`config.mk`:
```
export PLATFORM = sky130hd
export DESIGN_NAME = led_frame_serial_receiver
export DESIGN_NICKNAME = d
export VERILOG_FILES = /design/src/rtl/lfrx_pkg.sv /design/src/rtl/lfrx_queue.sv /design/src/rtl/lfrx_front.sv /design/src/rtl/lfrx_back.sv /design/src/rtl/led_frame_serial_receiver.sv
export VERILOG_INCLUDE_DIRS = /design/src /design/src/rtl
export SDC_FILE = /design/constraint.sdc
export NUM_CORES = 2
export LEC_CHECK = 0
export ABC_CLOCK_PERIOD_IN_PS = 12050
export BUFFER_PORTS_ARGS = -buffer_cell sky130_fd_sc_hd__buf_2
export CORE_ASPECT_RATIO = 1.75
export CORE_UTILIZATION = 40
export CTS_CLUSTER_SIZE = 40
export DETAILED_ROUTE_END_ITERATION = 16
export PLACE_DENSITY = 0.52
export SLEW_MARGIN = 20
export SYNTH_ARGS = -nofsm -noshare
export SYNTH_HDL_FRONTEND = slang
export SYNTH_HIERARCHICAL = 1
export SYNTH_SLANG_ARGS = --single-unit
```
`constraint.sdc`:
```
create_clock -name i_clk -period 12.05 [get_ports i_clk]
set_input_delay 0.6025 -clock i_clk [delete_from_list [all_inputs] [get_ports i_clk]]
set_output_delay 0.6025 -clock i_clk [all_outputs]
set_load 0.1 [all_outputs]
```
`src/rtl/led_frame_serial_receiver_assert.svh`:
```
// ----------------------------------------------------------------------------
// LED frame receiver assertion macros
// Concurrent assertion wrappers, compiled out when ASSERT_OFF is defined.
// ----------------------------------------------------------------------------
`ifndef LED_FRAME_SERIAL_RECEIVER_ASSERT_SVH
`define LED_FRAME_SERIAL_RECEIVER_ASSERT_SVH

`ifndef ASSERT_OFF
`define LFRX_ASSERT(label, clk, rst_n, prop) \
    label: assert property (@(posedge clk) disable iff (!rst_n) prop) \
        else $error("lfrx assertion failed");
`define LFRX_NEVER(label, clk, rst_n, cond) \
    label: assert property (@(posedge clk) disable iff (!rst_n) !(cond)) \
        else $error("lfrx forbidden condition seen");
`else
`define LFRX_ASSERT(label, clk, rst_n, prop)
`define LFRX_NEVER(label, clk, rst_n, cond)
`endif

`endif

```
`src/rtl/lfrx_pkg.sv`:
```
`timescale 1ns / 1ps
// ----------------------------------------------------------------------------
// LED frame receiver package
// Shared constants, command and write-port types, and state encodings.
// ----------------------------------------------------------------------------
package lfrx_pkg;

    localparam int LED_COUNT = 60;
    localparam int PIX_W     = 6;

    localparam logic [7:0]  HDR_BYTE         = 8'hAA;
    localparam logic [7:0]  STATUS_REQ       = 8'h42;
    localparam logic [7:0]  ACK_OK           = 8'h01;
    localparam logic [7:0]  ACK_ERR          = 8'hFF;
    localparam logic [7:0]  FIFO_FULL_LEVEL  = 8'd128;
    localparam logic [7:0]  MIN_INTERVAL_RST = 8'd33;
    localparam logic [15:0] TIMEOUT_RST      = 16'd1000;
    localparam logic [16:0] SILENCE_MAX      = 17'h1FFFF;

    localparam logic [1:0] LANE_RED   = 2'd0;
    localparam logic [1:0] LANE_GREEN = 2'd1;
    localparam logic [1:0] LANE_BLUE  = 2'd2;

    localparam logic REG_MIN_INTERVAL = 1'b0;
    localparam logic REG_TIMEOUT      = 1'b1;

    localparam logic MODE_BYTE = 1'b0;
    localparam logic KIND_TX   = 1'b0;
    localparam logic KIND_PIX  = 1'b1;

    typedef enum logic [1:0] {
        PH_IDLE,
        PH_COUNT,
        PH_DATA,
        PH_DISCARD
    } t_phase;

    typedef enum logic [1:0] {
        B_IDLE,
        B_READ,
        B_SHOW,
        B_ACK
    } t_bstate;

    typedef struct packed {
        logic             is_frame;
        logic [7:0]       tx_byte;
        logic [PIX_W-1:0] leds;
    } t_cmd;

    typedef struct packed {
        logic             we;
        logic [1:0]       lane;
        logic [PIX_W-1:0] addr;
        logic [7:0]       data;
    } t_wr;

endpackage

```
`src/rtl/lfrx_queue.sv`:
```
`timescale 1ns / 1ps
// ----------------------------------------------------------------------------
// LED frame receiver command queue
// Two-entry queue carrying commands from the front end to the back end.
// ----------------------------------------------------------------------------
module lfrx_queue (
    input  logic          i_clk,
    input  logic          i_rst_n,
    input  logic          i_push,
    input  lfrx_pkg::t_cmd i_cmd,
    input  logic          i_pop,
    output logic          o_full,
    output logic          o_empty,
    output lfrx_pkg::t_cmd o_cmd
);
    import lfrx_pkg::*;

    t_cmd       r_slot [2];
    logic       r_wr_ptr;
    logic       n_wr_ptr;
    logic       r_rd_ptr;
    logic       n_rd_ptr;
    logic [1:0] r_count;
    logic [1:0] n_count;

    assign o_full  = (r_count == 2'd2);
    assign o_empty = (r_count == 2'd0);
    assign o_cmd   = r_slot[r_rd_ptr];

    always_comb begin
        n_wr_ptr = r_wr_ptr;
        n_rd_ptr = r_rd_ptr;
        n_count  = r_count;
        if (i_push) begin
            n_wr_ptr = ~r_wr_ptr;
        end
        if (i_pop) begin
            n_rd_ptr = ~r_rd_ptr;
        end
        if (i_push && !i_pop) begin
            n_count = r_count + 2'd1;
        end else if (!i_push && i_pop) begin
            n_count = r_count - 2'd1;
        end
    end

    always_ff @(posedge i_clk) begin
        if (!i_rst_n) begin
            r_wr_ptr <= 1'b0;
            r_rd_ptr <= 1'b0;
            r_count  <= 2'd0;
        end else begin
            r_wr_ptr <= n_wr_ptr;
            r_rd_ptr <= n_rd_ptr;
            r_count  <= n_count;
        end
    end

    always_ff @(posedge i_clk) begin
        if (i_push) begin
            r_slot[r_wr_ptr] <= i_cmd;
        end
    end

endmodule

```
`src/rtl/lfrx_front.sv`:
```
`timescale 1ns / 1ps
`include "led_frame_serial_receiver_assert.svh"
// ----------------------------------------------------------------------------
// LED frame receiver front end
// Accepts beats, tracks framing and time, stores colour bytes and queues
// acknowledge, status and frame commands.
// ----------------------------------------------------------------------------
module lfrx_front (
    input  logic           i_clk,
    input  logic           i_rst_n,
    input  logic           i_valid,
    output logic           o_ready,
    input  logic           i_mode,
    input  logic [7:0]     i_rx_byte,
    input  logic [7:0]     i_fifo_level,
    input  logic [7:0]     i_min_interval,
    input  logic [15:0]    i_timeout,
    input  logic           i_q_full,
    input  logic           i_frame_done,
    output logic           o_push,
    output lfrx_pkg::t_cmd o_cmd,
    output lfrx_pkg::t_wr  o_wr
);
    import lfrx_pkg::*;

    t_phase           r_phase;
    t_phase           n_phase;
    logic [31:0]      r_now;
    logic [31:0]      n_now;
    logic [31:0]      r_last_frame;
    logic [31:0]      n_last_frame;
    logic [PIX_W-1:0] r_frame_leds;
    logic [PIX_W-1:0] n_frame_leds;
    logic [9:0]       r_byte_count;
    logic [9:0]       n_byte_count;
    logic [16:0]      r_silence;
    logic [16:0]      n_silence;
    logic [1:0]       r_lane;
    logic [1:0]       n_lane;
    logic [PIX_W-1:0] r_pix;
    logic [PIX_W-1:0] n_pix;
    logic             r_frame_busy;
    logic             n_frame_busy;

    logic             accept;
    logic             is_byte;
    logic             too_soon;
    logic             bad_count;
    logic [16:0]      silence_inc;
    logic             timeout_hit;
    logic             frame_end;
    logic [7:0]       level_sat;
    logic [15:0]      level_prod;

    assign o_ready     = !i_q_full && !((r_phase == PH_DATA) && r_frame_busy);
    assign accept      = i_valid && o_ready;
    assign is_byte     = (i_mode == MODE_BYTE);
    assign too_soon    = (r_now - r_last_frame) < {24'd0, i_min_interval};
    assign bad_count   = (i_rx_byte == 8'd0) || (i_rx_byte > 8'(LED_COUNT));
    assign silence_inc = (r_silence == SILENCE_MAX) ? r_silence : r_silence + 17'd1;
    assign timeout_hit = silence_inc > {1'b0, i_timeout};
    assign frame_end   = (r_lane == LANE_BLUE) && (r_pix == r_frame_leds - 6'd1);
    assign level_sat   = (i_fifo_level > FIFO_FULL_LEVEL) ? FIFO_FULL_LEVEL : i_fifo_level;
    assign level_prod  = {level_sat, 8'd0} - {8'd0, level_sat};

    always_comb begin
        n_phase = r_phase;
        if (accept) begin
            unique case (r_phase)
                PH_IDLE: begin
                    if (is_byte && (i_rx_byte == HDR_BYTE)) begin
                        n_phase = PH_COUNT;
                    end
                end
                PH_COUNT: begin
                    if (is_byte) begin
                        if (too_soon) begin
                            n_phase = (i_rx_byte == 8'd0) ? PH_IDLE : PH_DISCARD;
                        end else if (bad_count) begin
                            n_phase = PH_IDLE;
                        end else begin
                            n_phase = PH_DATA;
                        end
                    end
                end
                PH_DISCARD: begin
                    if (is_byte && (r_byte_count <= 10'd1)) begin
                        n_phase = PH_IDLE;
                    end
                end
                PH_DATA: begin
                    if (is_byte ? frame_end : timeout_hit) begin
                        n_phase = PH_IDLE;
                    end
                end
                default: n_phase = PH_IDLE;
            endcase
        end
    end

    always_comb begin
        n_now        = r_now;
        n_last_frame = r_last_frame;
        n_frame_leds = r_frame_leds;
        n_byte_count = r_byte_count;
        n_silence    = r_silence;
        n_lane       = r_lane;
        n_pix        = r_pix;
        n_frame_busy = r_frame_busy;
        o_push       = 1'b0;
        o_cmd        = '{is_frame: 1'b0, tx_byte: ACK_ERR, leds: r_frame_leds};
        o_wr         = '{we: 1'b0, lane: r_lane, addr: r_pix, data: i_rx_byte};
        if (i_frame_done) begin
            n_frame_busy = 1'b0;
        end
        if (accept) begin
            if (!is_byte) begin
                n_now = r_now + 32'd1;
                if (r_phase == PH_DATA) begin
                    n_silence = silence_inc;
                    if (timeout_hit) begin
                        o_push = 1'b1;
                    end
                end
            end else begin
                unique case (r_phase)
                    PH_IDLE: begin
                        if (i_rx_byte == STATUS_REQ) begin
                            o_push        = 1'b1;
                            o_cmd.tx_byte = level_prod[14:7];
                        end
                    end
                    PH_COUNT: begin
                        if (too_soon) begin
                            n_byte_count = {2'd0, i_rx_byte} + {1'b0, i_rx_byte, 1'b0};
                        end else begin
                            n_last_frame = r_now;
                            if (bad_count) begin
                                o_push = 1'b1;
                            end else begin
                                n_frame_leds = i_rx_byte[PIX_W-1:0];
                                n_silence    = 17'd0;
                                n_lane       = LANE_RED;
                                n_pix        = '0;
                            end
                        end
                    end
                    PH_DISCARD: begin
                        if (r_byte_count != 10'd0) begin
                            n_byte_count = r_byte_count - 10'd1;
                        end
                    end
                    PH_DATA: begin
                        n_silence = 17'd0;
                        o_wr.we   = 1'b1;
                        if (frame_end) begin
                            o_push         = 1'b1;
                            o_cmd.is_frame = 1'b1;
                            o_cmd.tx_byte  = ACK_OK;
                            n_frame_busy   = 1'b1;
                        end else if (r_lane == LANE_BLUE) begin
                            n_lane = LANE_RED;
                            n_pix  = r_pix + 6'd1;
                        end else begin
                            n_lane = r_lane + 2'd1;
                        end
                    end
                    default: o_push = 1'b0;
                endcase
            end
        end
    end

    always_ff @(posedge i_clk) begin
        if (!i_rst_n) begin
            r_phase      <= PH_IDLE;
            r_now        <= 32'd0;
            r_last_frame <= 32'd0;
            r_frame_leds <= '0;
            r_byte_count <= 10'd0;
            r_silence    <= 17'd0;
            r_lane       <= LANE_RED;
            r_pix        <= '0;
            r_frame_busy <= 1'b0;
        end else begin
            r_phase      <= n_phase;
            r_now        <= n_now;
            r_last_frame <= n_last_frame;
            r_frame_leds <= n_frame_leds;
            r_byte_count <= n_byte_count;
            r_silence    <= n_silence;
            r_lane       <= n_lane;
            r_pix        <= n_pix;
            r_frame_busy <= n_frame_busy;
        end
    end

    `LFRX_NEVER(a_no_write_while_busy, i_clk, i_rst_n, o_wr.we && r_frame_busy)
    `LFRX_ASSERT(a_frame_from_data, i_clk, i_rst_n,
        (o_push && o_cmd.is_frame) |-> (r_phase == PH_DATA && r_frame_leds != '0))
    `LFRX_ASSERT(a_busy_set_by_frame, i_clk, i_rst_n,
        $rose(r_frame_busy) |-> $past(o_push && o_cmd.is_frame))

endmodule

```
`src/rtl/lfrx_back.sv`:
```
`timescale 1ns / 1ps
`include "led_frame_serial_receiver_assert.svh"
// ----------------------------------------------------------------------------
// LED frame receiver back end
// Holds the frame store, executes queued commands and drives the result
// output register.
// ----------------------------------------------------------------------------
module lfrx_back (
    input  logic                       i_clk,
    input  logic                       i_rst_n,
    input  logic                       i_q_empty,
    input  lfrx_pkg::t_cmd             i_cmd,
    output logic                       o_pop,
    output logic                       o_frame_done,
    input  lfrx_pkg::t_wr              i_wr,
    output logic                       o_out_valid,
    input  logic                       i_out_ready,
    output logic                       o_kind,
    output logic [7:0]                 o_tx_byte,
    output logic [lfrx_pkg::PIX_W-1:0] o_pixel_index,
    output logic [7:0]                 o_red,
    output logic [7:0]                 o_green,
    output logic [7:0]                 o_blue,
    output logic                       o_last
);
    import lfrx_pkg::*;

    logic [7:0] r_mem_red   [LED_COUNT];
    logic [7:0] r_mem_green [LED_COUNT];
    logic [7:0] r_mem_blue  [LED_COUNT];
    logic [7:0] r_rd_red;
    logic [7:0] r_rd_green;
    logic [7:0] r_rd_blue;

    t_bstate          r_state;
    t_bstate          n_state;
    logic [PIX_W-1:0] r_idx;
    logic [PIX_W-1:0] n_idx;
    logic [PIX_W-1:0] r_leds;
    logic [PIX_W-1:0] n_leds;

    logic             r_out_valid;
    logic             n_out_valid;
    logic             r_kind;
    logic             n_kind;
    logic [7:0]       r_tx;
    logic [7:0]       n_tx;
    logic [PIX_W-1:0] r_pidx;
    logic [PIX_W-1:0] n_pidx;
    logic [7:0]       r_red;
    logic [7:0]       n_red;
    logic [7:0]       r_green;
    logic [7:0]       n_green;
    logic [7:0]       r_blue;
    logic [7:0]       n_blue;
    logic             r_last;
    logic             n_last;

    logic             out_free;
    logic             last_pix;
    logic             rd_en;

    assign out_free = !r_out_valid || i_out_ready;
    assign last_pix = (r_idx == r_leds - 6'd1);

    always_comb begin
        n_state = r_state;
        unique case (r_state)
            B_IDLE: begin
                if (!i_q_empty && out_free && i_cmd.is_frame) begin
                    n_state = B_READ;
                end
            end
            B_READ: n_state = B_SHOW;
            B_SHOW: begin
                if (out_free) begin
                    n_state = last_pix ? B_ACK : B_READ;
                end
            end
            B_ACK: begin
                if (out_free) begin
                    n_state = B_IDLE;
                end
            end
            default: n_state = B_IDLE;
        endcase
    end

    always_comb begin
        o_pop        = 1'b0;
        o_frame_done = 1'b0;
        rd_en        = 1'b0;
        n_idx        = r_idx;
        n_leds       = r_leds;
        n_out_valid  = r_out_valid && !i_out_ready;
        n_kind       = r_kind;
        n_tx         = r_tx;
        n_pidx       = r_pidx;
        n_red        = r_red;
        n_green      = r_green;
        n_blue       = r_blue;
        n_last       = r_last;
        unique case (r_state)
            B_IDLE: begin
                if (!i_q_empty && out_free) begin
                    o_pop = 1'b1;
                    if (i_cmd.is_frame) begin
                        n_idx  = '0;
                        n_leds = i_cmd.leds;
                    end else begin
                        n_out_valid = 1'b1;
                        n_kind      = KIND_TX;
                        n_tx        = i_cmd.tx_byte;
                        n_pidx      = '0;
                        n_red       = 8'd0;
                        n_green     = 8'd0;
                        n_blue      = 8'd0;
                        n_last      = 1'b1;
                    end
                end
            end
            B_READ: rd_en = 1'b1;
            B_SHOW: begin
                if (out_free) begin
                    n_out_valid = 1'b1;
                    n_kind      = KIND_PIX;
                    n_tx        = 8'd0;
                    n_pidx      = r_idx;
                    n_red       = r_rd_red;
                    n_green     = r_rd_green;
                    n_blue      = r_rd_blue;
                    n_last      = 1'b0;
                    n_idx       = r_idx + 6'd1;
                end
            end
            B_ACK: begin
                if (out_free) begin
                    n_out_valid  = 1'b1;
                    n_kind       = KIND_TX;
                    n_tx         = ACK_OK;
                    n_pidx       = '0;
                    n_red        = 8'd0;
                    n_green      = 8'd0;
                    n_blue       = 8'd0;
                    n_last       = 1'b1;
                    o_frame_done = 1'b1;
                end
            end
            default: rd_en = 1'b0;
        endcase
    end

    always_ff @(posedge i_clk) begin
        if (i_wr.we) begin
            unique case (i_wr.lane)
                LANE_RED:   r_mem_red[i_wr.addr]   <= i_wr.data;
                LANE_GREEN: r_mem_green[i_wr.addr] <= i_wr.data;
                LANE_BLUE:  r_mem_blue[i_wr.addr]  <= i_wr.data;
                default:    r_mem_blue[i_wr.addr]  <= i_wr.data;
            endcase
        end
        if (rd_en) begin
            r_rd_red   <= r_mem_red[r_idx];
            r_rd_green <= r_mem_green[r_idx];
            r_rd_blue  <= r_mem_blue[r_idx];
        end
    end

    always_ff @(posedge i_clk) begin
        if (!i_rst_n) begin
            r_state     <= B_IDLE;
            r_out_valid <= 1'b0;
        end else begin
            r_state     <= n_state;
            r_out_valid <= n_out_valid;
        end
    end

    always_ff @(posedge i_clk) begin
        r_idx   <= n_idx;
        r_leds  <= n_leds;
        r_kind  <= n_kind;
        r_tx    <= n_tx;
        r_pidx  <= n_pidx;
        r_red   <= n_red;
        r_green <= n_green;
        r_blue  <= n_blue;
        r_last  <= n_last;
    end

    assign o_out_valid   = r_out_valid;
    assign o_kind        = r_kind;
    assign o_tx_byte     = r_tx;
    assign o_pixel_index = r_pidx;
    assign o_red         = r_red;
    assign o_green       = r_green;
    assign o_blue        = r_blue;
    assign o_last        = r_last;

    `LFRX_ASSERT(a_pop_frame_count, i_clk, i_rst_n,
        (o_pop && i_cmd.is_frame) |-> (i_cmd.leds != '0 && i_cmd.leds <= 6'(LED_COUNT)))
    `LFRX_ASSERT(a_show_in_range, i_clk, i_rst_n,
        (r_state == B_SHOW) |-> (r_idx < r_leds))
    `LFRX_ASSERT(a_done_ends_frame, i_clk, i_rst_n,
        o_frame_done |=> (r_out_valid && r_last && r_tx == ACK_OK && r_state == B_IDLE))

endmodule

```
`src/rtl/led_frame_serial_receiver.sv`:
```
`timescale 1ns / 1ps
// ----------------------------------------------------------------------------
// LED frame serial receiver
// Decodes a serial LED frame protocol into pixel writes, acknowledges and
// status replies, with an APB-style port for the timing registers.
// ----------------------------------------------------------------------------
// Input beats carry either a received byte or a millisecond tick; output beats
// carry a transmit byte or a pixel write, with o_last on the final beat that
// one input beat causes. Both channels use valid/ready.
// An input beat is taken whenever the two-entry command queue has room and no
// burst holds it off; a reply goes through the queue into the output register.
// The final colour byte of a frame starts a burst of pixel beats, each pixel
// read from the frame store (B_READ) and then shown (B_SHOW), followed by one
// acknowledge beat (B_ACK).
// While that burst runs, colour bytes and ticks of the next frame are held
// off; header, count and status beats are still taken while the queue has room.
// When the output is stalled the output register holds its beat, the queue
// fills and o_in_ready falls after two further commands.
// Reset clears the framing state, the millisecond counters and the queue, and
// loads the registers with a 33 ms frame interval and a 1000 ms timeout.
// Registers: min_interval_ms at address 0, timeout_ms at address 4.
// ----------------------------------------------------------------------------
module led_frame_serial_receiver (
    input  logic                       i_clk,
    input  logic                       i_rst_n,
    input  logic                       i_in_valid,
    output logic                       o_in_ready,
    input  logic                       i_mode,
    input  logic [7:0]                 i_rx_byte,
    input  logic [7:0]                 i_fifo_level,
    output logic                       o_out_valid,
    input  logic                       i_out_ready,
    output logic                       o_kind,
    output logic [7:0]                 o_tx_byte,
    output logic [lfrx_pkg::PIX_W-1:0] o_pixel_index,
    output logic [7:0]                 o_red,
    output logic [7:0]                 o_green,
    output logic [7:0]                 o_blue,
    output logic                       o_last,
    input  logic                       psel,
    input  logic                       penable,
    input  logic                       pwrite,
    input  logic [2:0]                 paddr,
    input  logic [31:0]                pwdata,
    output logic [31:0]                prdata,
    output logic                       pready
);
    import lfrx_pkg::*;

    logic [7:0]  r_min_interval;
    logic [15:0] r_timeout;
    logic        cfg_wr;

    logic        q_full;
    logic        q_empty;
    logic        q_push;
    logic        q_pop;
    t_cmd        push_cmd;
    t_cmd        head_cmd;
    t_wr         store_wr;
    logic        frame_done;

    assign pready = 1'b1;
    assign cfg_wr = psel && penable && pwrite;

    always_ff @(posedge i_clk) begin
        if (!i_rst_n) begin
            r_min_interval <= MIN_INTERVAL_RST;
            r_timeout      <= TIMEOUT_RST;
        end else if (cfg_wr) begin
            if (paddr[2] == REG_MIN_INTERVAL) begin
                r_min_interval <= pwdata[7:0];
            end else begin
                r_timeout <= pwdata[15:0];
            end
        end
    end

    always_comb begin
        unique case (paddr[2])
            REG_MIN_INTERVAL: prdata = {24'd0, r_min_interval};
            REG_TIMEOUT:      prdata = {16'd0, r_timeout};
            default:          prdata = 32'd0;
        endcase
    end

    lfrx_front u_front (
        .i_clk          (i_clk),
        .i_rst_n        (i_rst_n),
        .i_valid        (i_in_valid),
        .o_ready        (o_in_ready),
        .i_mode         (i_mode),
        .i_rx_byte      (i_rx_byte),
        .i_fifo_level   (i_fifo_level),
        .i_min_interval (r_min_interval),
        .i_timeout      (r_timeout),
        .i_q_full       (q_full),
        .i_frame_done   (frame_done),
        .o_push         (q_push),
        .o_cmd          (push_cmd),
        .o_wr           (store_wr)
    );

    lfrx_queue u_queue (
        .i_clk   (i_clk),
        .i_rst_n (i_rst_n),
        .i_push  (q_push),
        .i_cmd   (push_cmd),
        .i_pop   (q_pop),
        .o_full  (q_full),
        .o_empty (q_empty),
        .o_cmd   (head_cmd)
    );

    lfrx_back u_back (
        .i_clk         (i_clk),
        .i_rst_n       (i_rst_n),
        .i_q_empty     (q_empty),
        .i_cmd         (head_cmd),
        .o_pop         (q_pop),
        .o_frame_done  (frame_done),
        .i_wr          (store_wr),
        .o_out_valid   (o_out_valid),
        .i_out_ready   (i_out_ready),
        .o_kind        (o_kind),
        .o_tx_byte     (o_tx_byte),
        .o_pixel_index (o_pixel_index),
        .o_red         (o_red),
        .o_green       (o_green),
        .o_blue        (o_blue),
        .o_last        (o_last)
    );

endmodule
```
==> results.yml <==
yosys:
  yosys.area_share.simple: 0.06146
  synth_xor_xnor_area_share: 0.01092
  synthAdderAreaFrac: 0.01581
  ys_seq_area_frac: 0.6974
  synth-main-ff-cell: "edfxtp_1"
  synth.distinct_cells: 104
  synth.avg_cell_area_um2: 16.86
  synth_top_family_by_area: "multiplexers"
  synthCells: 4187
  muxShareOfSynthArea: 0.1389
  synth-compound-area-share: 0.04843
  ys_ff_latch: 1686
  ys_warn_count: 6
  async_reset_ff_frac: 0
  synth_edf_count: 1546
  synth_area_um2: 70590
power_and_ir_drop:
  leakage_nw: 26.34
  p_int_mw: 9.668
  power.switching_mw: 3.357
  ir_drop_mv: 0.1092
  p_sw_frac: 0.2577
  pwr-share-seq: 0.501
  power.total_mw: 13.02
  power_density_nw_per_um2: 166.9
  p_clk_frac: 0.379
  combPwrFrac: 0.120
floorplan:
  chipHeight_um: 557.7
  dieArea_um2: 178200
  start_util: 0.4033
  die_w_um: 319.6
  ioPinCount: 134
  rows: 203
  core_um2: 175000
timing:
  drv_slew: 0
  period_share: 0.4941
  max_freq_mhz: 168.0
  hold_viol: 0
  setup_viol: 0
  rsz0062_at_grt: "false"
  fin_setup_tns_ps: 0
  worstMarginPinSlew_ps: 1273
  post-route-min-period_ps: 5954
  skew_ps: 48.83
  maxSlewHeadroom: 0.1494
layout:
  drive_above_1_share: 0.1751
  layout.nets: 4436
  fin_util: 0.4459
  fillers: 15289
  syn2layout_area_growth_pct: 10.54
detailed_routing:
  dr.pass1.iters: 6
  wire_per_inst_um: 27.63
  drc: 0
  vias: 37328
  viasPerCell: 5.601
  drt_iter0_markers: 2846
  ant_nets: 0
  routed_wl_um: 184100
critical_path:
  max_stage_delay_ps: 720
  end_kind: "flop"
  crit_buf_inv: 2
  crit_family: "simple AND/OR/NAND/NOR gates"
  critical_path.cell_chain: "inv_1 -> ha_1 -> fa_1 -> nand2b_1 -> a21oi_2 -> nor2_1 -> xnor2_1 -> ha_1 -> nand4_1 -> a211oi_1 -> nor4b_2 -> o2111ai_1 -> nor4_1 -> o2111a_1 -> nand4_4 -> and3_4 -> a22oi_1 -> o21ai_1 -> nor2b_1 -> buf_4"
  slowest_stage: "and3_4"
  critPathLaunchType: "flop"
  cp_common_cell: "ha_1"
  path_max_fanout: 40
  criticalPathCategory: "flop to flop"
  cp.required_ps: 12540
  cp.arrival_ps: 6440
clock_tree:
  cts_max_path_buffers: 4
  ctsHoldBuffers: 0
  ctsRootBufferMaster: "clkbuf_16"
  htreeDepth: 4
  numCtsBuffers: 165
  post_cts_buffers: 0
  cts_resized: 0
  clkLatencyLatePin_ps: 820
  cts_tree: "built"
  cts_sinks: 1686
  clk_pin_slew_ps: 60
place:
  portBuffers: 98
  place_hpwl_um: 118000
  finalWeightedCongestion: 0.8127
global_route:
  first_global_vias: 38406
  grt_usage: 0.2057
  grt_pass1_wl_um: 266600
  grt_max_degree: 114
  grt_overflow: 0
  antenna_found_initial: 5
run:
  drv_cap: 0
status:
  status: "completed"
worst_hold_path:
  hp-class: "input pin to flop"
==> power groups by stage <==
stage          Sequential (mW)  Clock (mW)  Combinational (mW)
6_report                  6.53        4.93                1.56
3_3_place_gp              6.65           0                1.58
3_5_place_dp              6.65           0                1.59
4_1_cts                   6.53        5.05                1.60
2_1_floorplan             6.98           0               0.816
5_1_grt                   6.53        5.25                1.64
==> stage by stage <==
stage,setup slack [ps],area (um^2),hold WS (ps),cells
after global placement,6003,73020,459.5,6376
final,6096,78030,53.57,6665
after global routing,5725,78030,40.34,6665
after detailed placement,5995,73030,466.4,6376
after CTS,5970,78000,2.720,6663
after floorplan,7226,70640,443.2,4202
==> cell families after synthesis <==
family / after synthesis
flip-flops: 1686
AND/OR/NAND/NOR: 908
multiplexers: 590
AO/OA/AOI/OAI: 493
buffers and inverters: 332
adder cells (fa/ha/maj): 88
XOR/XNOR: 88
other: 2
==> worst reg2reg max path, stage by stage (launching register included) <==
cell,delay [ps]
dfxtp_1,400
inv_1,80
ha_1,220
fa_1,400
nand2b_1,210
a21oi_2,280
nor2_1,100
xnor2_1,140
ha_1,310
nand4_1,120
a211oi_1,420
nor4b_2,110
o2111ai_1,110
nor4_1,80
o2111a_1,180
nand4_4,220
and3_4,740
a22oi_1,200
o21ai_1,380
nor2b_1,650
buf_4,310
==> worst paths after layout <==
path                                 startpoint                             end  slack (ps)  depth (start not counted)
hold / removal                       pwdata[14]      r_timeout[14]$_SDFFE_PN0P_          50                          3
hold reg to reg      r_timeout[11]$_SDFFE_PN0P_      r_timeout[11]$_SDFFE_PN0P_         470                          2
setup / recovery  u_front/r_now[0]$_SDFFE_PN0P_  u_queue/r_slot[0][7]$_DFFE_PP_        6100                         20
setup reg to reg  u_front/r_now[0]$_SDFFE_PN0P_  u_queue/r_slot[0][7]$_DFFE_PP_        6100                         20
==> placed cells by master, fill, tap and decap left out, types with 45 or more instances in the layout <==
master,netlist,routed
mux4_2,297,297
nor2_1,353,349
edfxtp_1,1546,1546
mux2i_1,244,244
buf_4,45,49
dfxtp_1,140,140
and2_1,52,52
o21ai_0,82,82
inv_1,94,94
buf_2,52,90
o22ai_1,45,45
xor2_1,48,48
ha_1,86,86
a21oi_1,98,98
clkbuf_16,0,166
nand2_1,208,207
==> cell usage after synthesis (13+ instances only) <==
cell type / instances / area (um^2)
nor2b_1: 41 / 256.5
ha_1: 86 / 1076
clkbuf_1: 83 / 311.6
o21ai_0: 82 / 410.4
nand2_1: 208 / 780.8
nand2b_1: 24 / 150.1
and3_1: 29 / 181.4
buf_6: 31 / 349.1
o22ai_1: 45 / 281.5
a211oi_1: 25 / 187.7
inv_1: 94 / 352.8
xnor2_1: 40 / 350.3
nand3_1: 32 / 160.2
nor3_1: 42 / 210.2
o221ai_1: 28 / 245.2
mux2_2: 40 / 450.4
dfxtp_1: 140 / 2803
nor2_1: 353 / 1325
and2_1: 52 / 325.3
nor4_1: 13 / 81.33
a221oi_1: 14 / 122.6
xor2_1: 48 / 420.4
nand4_1: 26 / 162.7
o21ai_1: 15 / 75.07
buf_4: 45 / 337.8
o211ai_1: 15 / 112.6
mux4_2: 297 / 6689
edfxtp_1: 1546 / 46420
buf_2: 52 / 260.3
a21o_1: 20 / 150.1
mux2i_1: 244 / 2442
or3_1: 24 / 150.1
a21oi_1: 98 / 490.5
==> state kept, by name, indices dropped and copies added (netlist names), 10 cells and up, named ones only <==
| signal | flops |
|---|---|
| r_timeout | 16 |
| u_back/r_mem_blue | 480 |
| u_back/r_mem_green | 480 |
| u_back/r_mem_red | 480 |
| u_front/r_byte_count | 10 |
| u_front/r_last_frame | 32 |
| u_front/r_now | 32 |
| u_front/r_silence | 17 |
| u_queue/r_slot | 30 |
==> area by class of cell <==
type	count	area, um^2	area share
Inverter	96	360.3	0.004618
Multi-Input combinational cell	2184	19570	0.2508
Timing Repair Buffer	156	1071	0.01373
Tap cell	2255	2821	0.03616
Sequential cell	1686	49230	0.6309
Clock inverter	76	631.9	0.008098
Clock buffer	211	4343	0.05566
Antenna cell	1	2.502	0.00003207
==> per-layer routing <==
| metal | global-route usage | share of wire | routed length [um] | vias up |
|---|---|---|---|---|
| li1 | - | - | - | 16605 |
| met1 | 0.2340 | 0.37 | 67990 | 19489 |
| met5 | 0 | 0.000043 | 8 | - |
| met2 | 0.4014 | 0.56 | 104000 | 986 |
| met4 | 0.05812 | 0.026 | 4697 | 2 |
| met3 | 0.02118 | 0.040 | 7425 | 246 |
(Power assumes the default switching activity.)
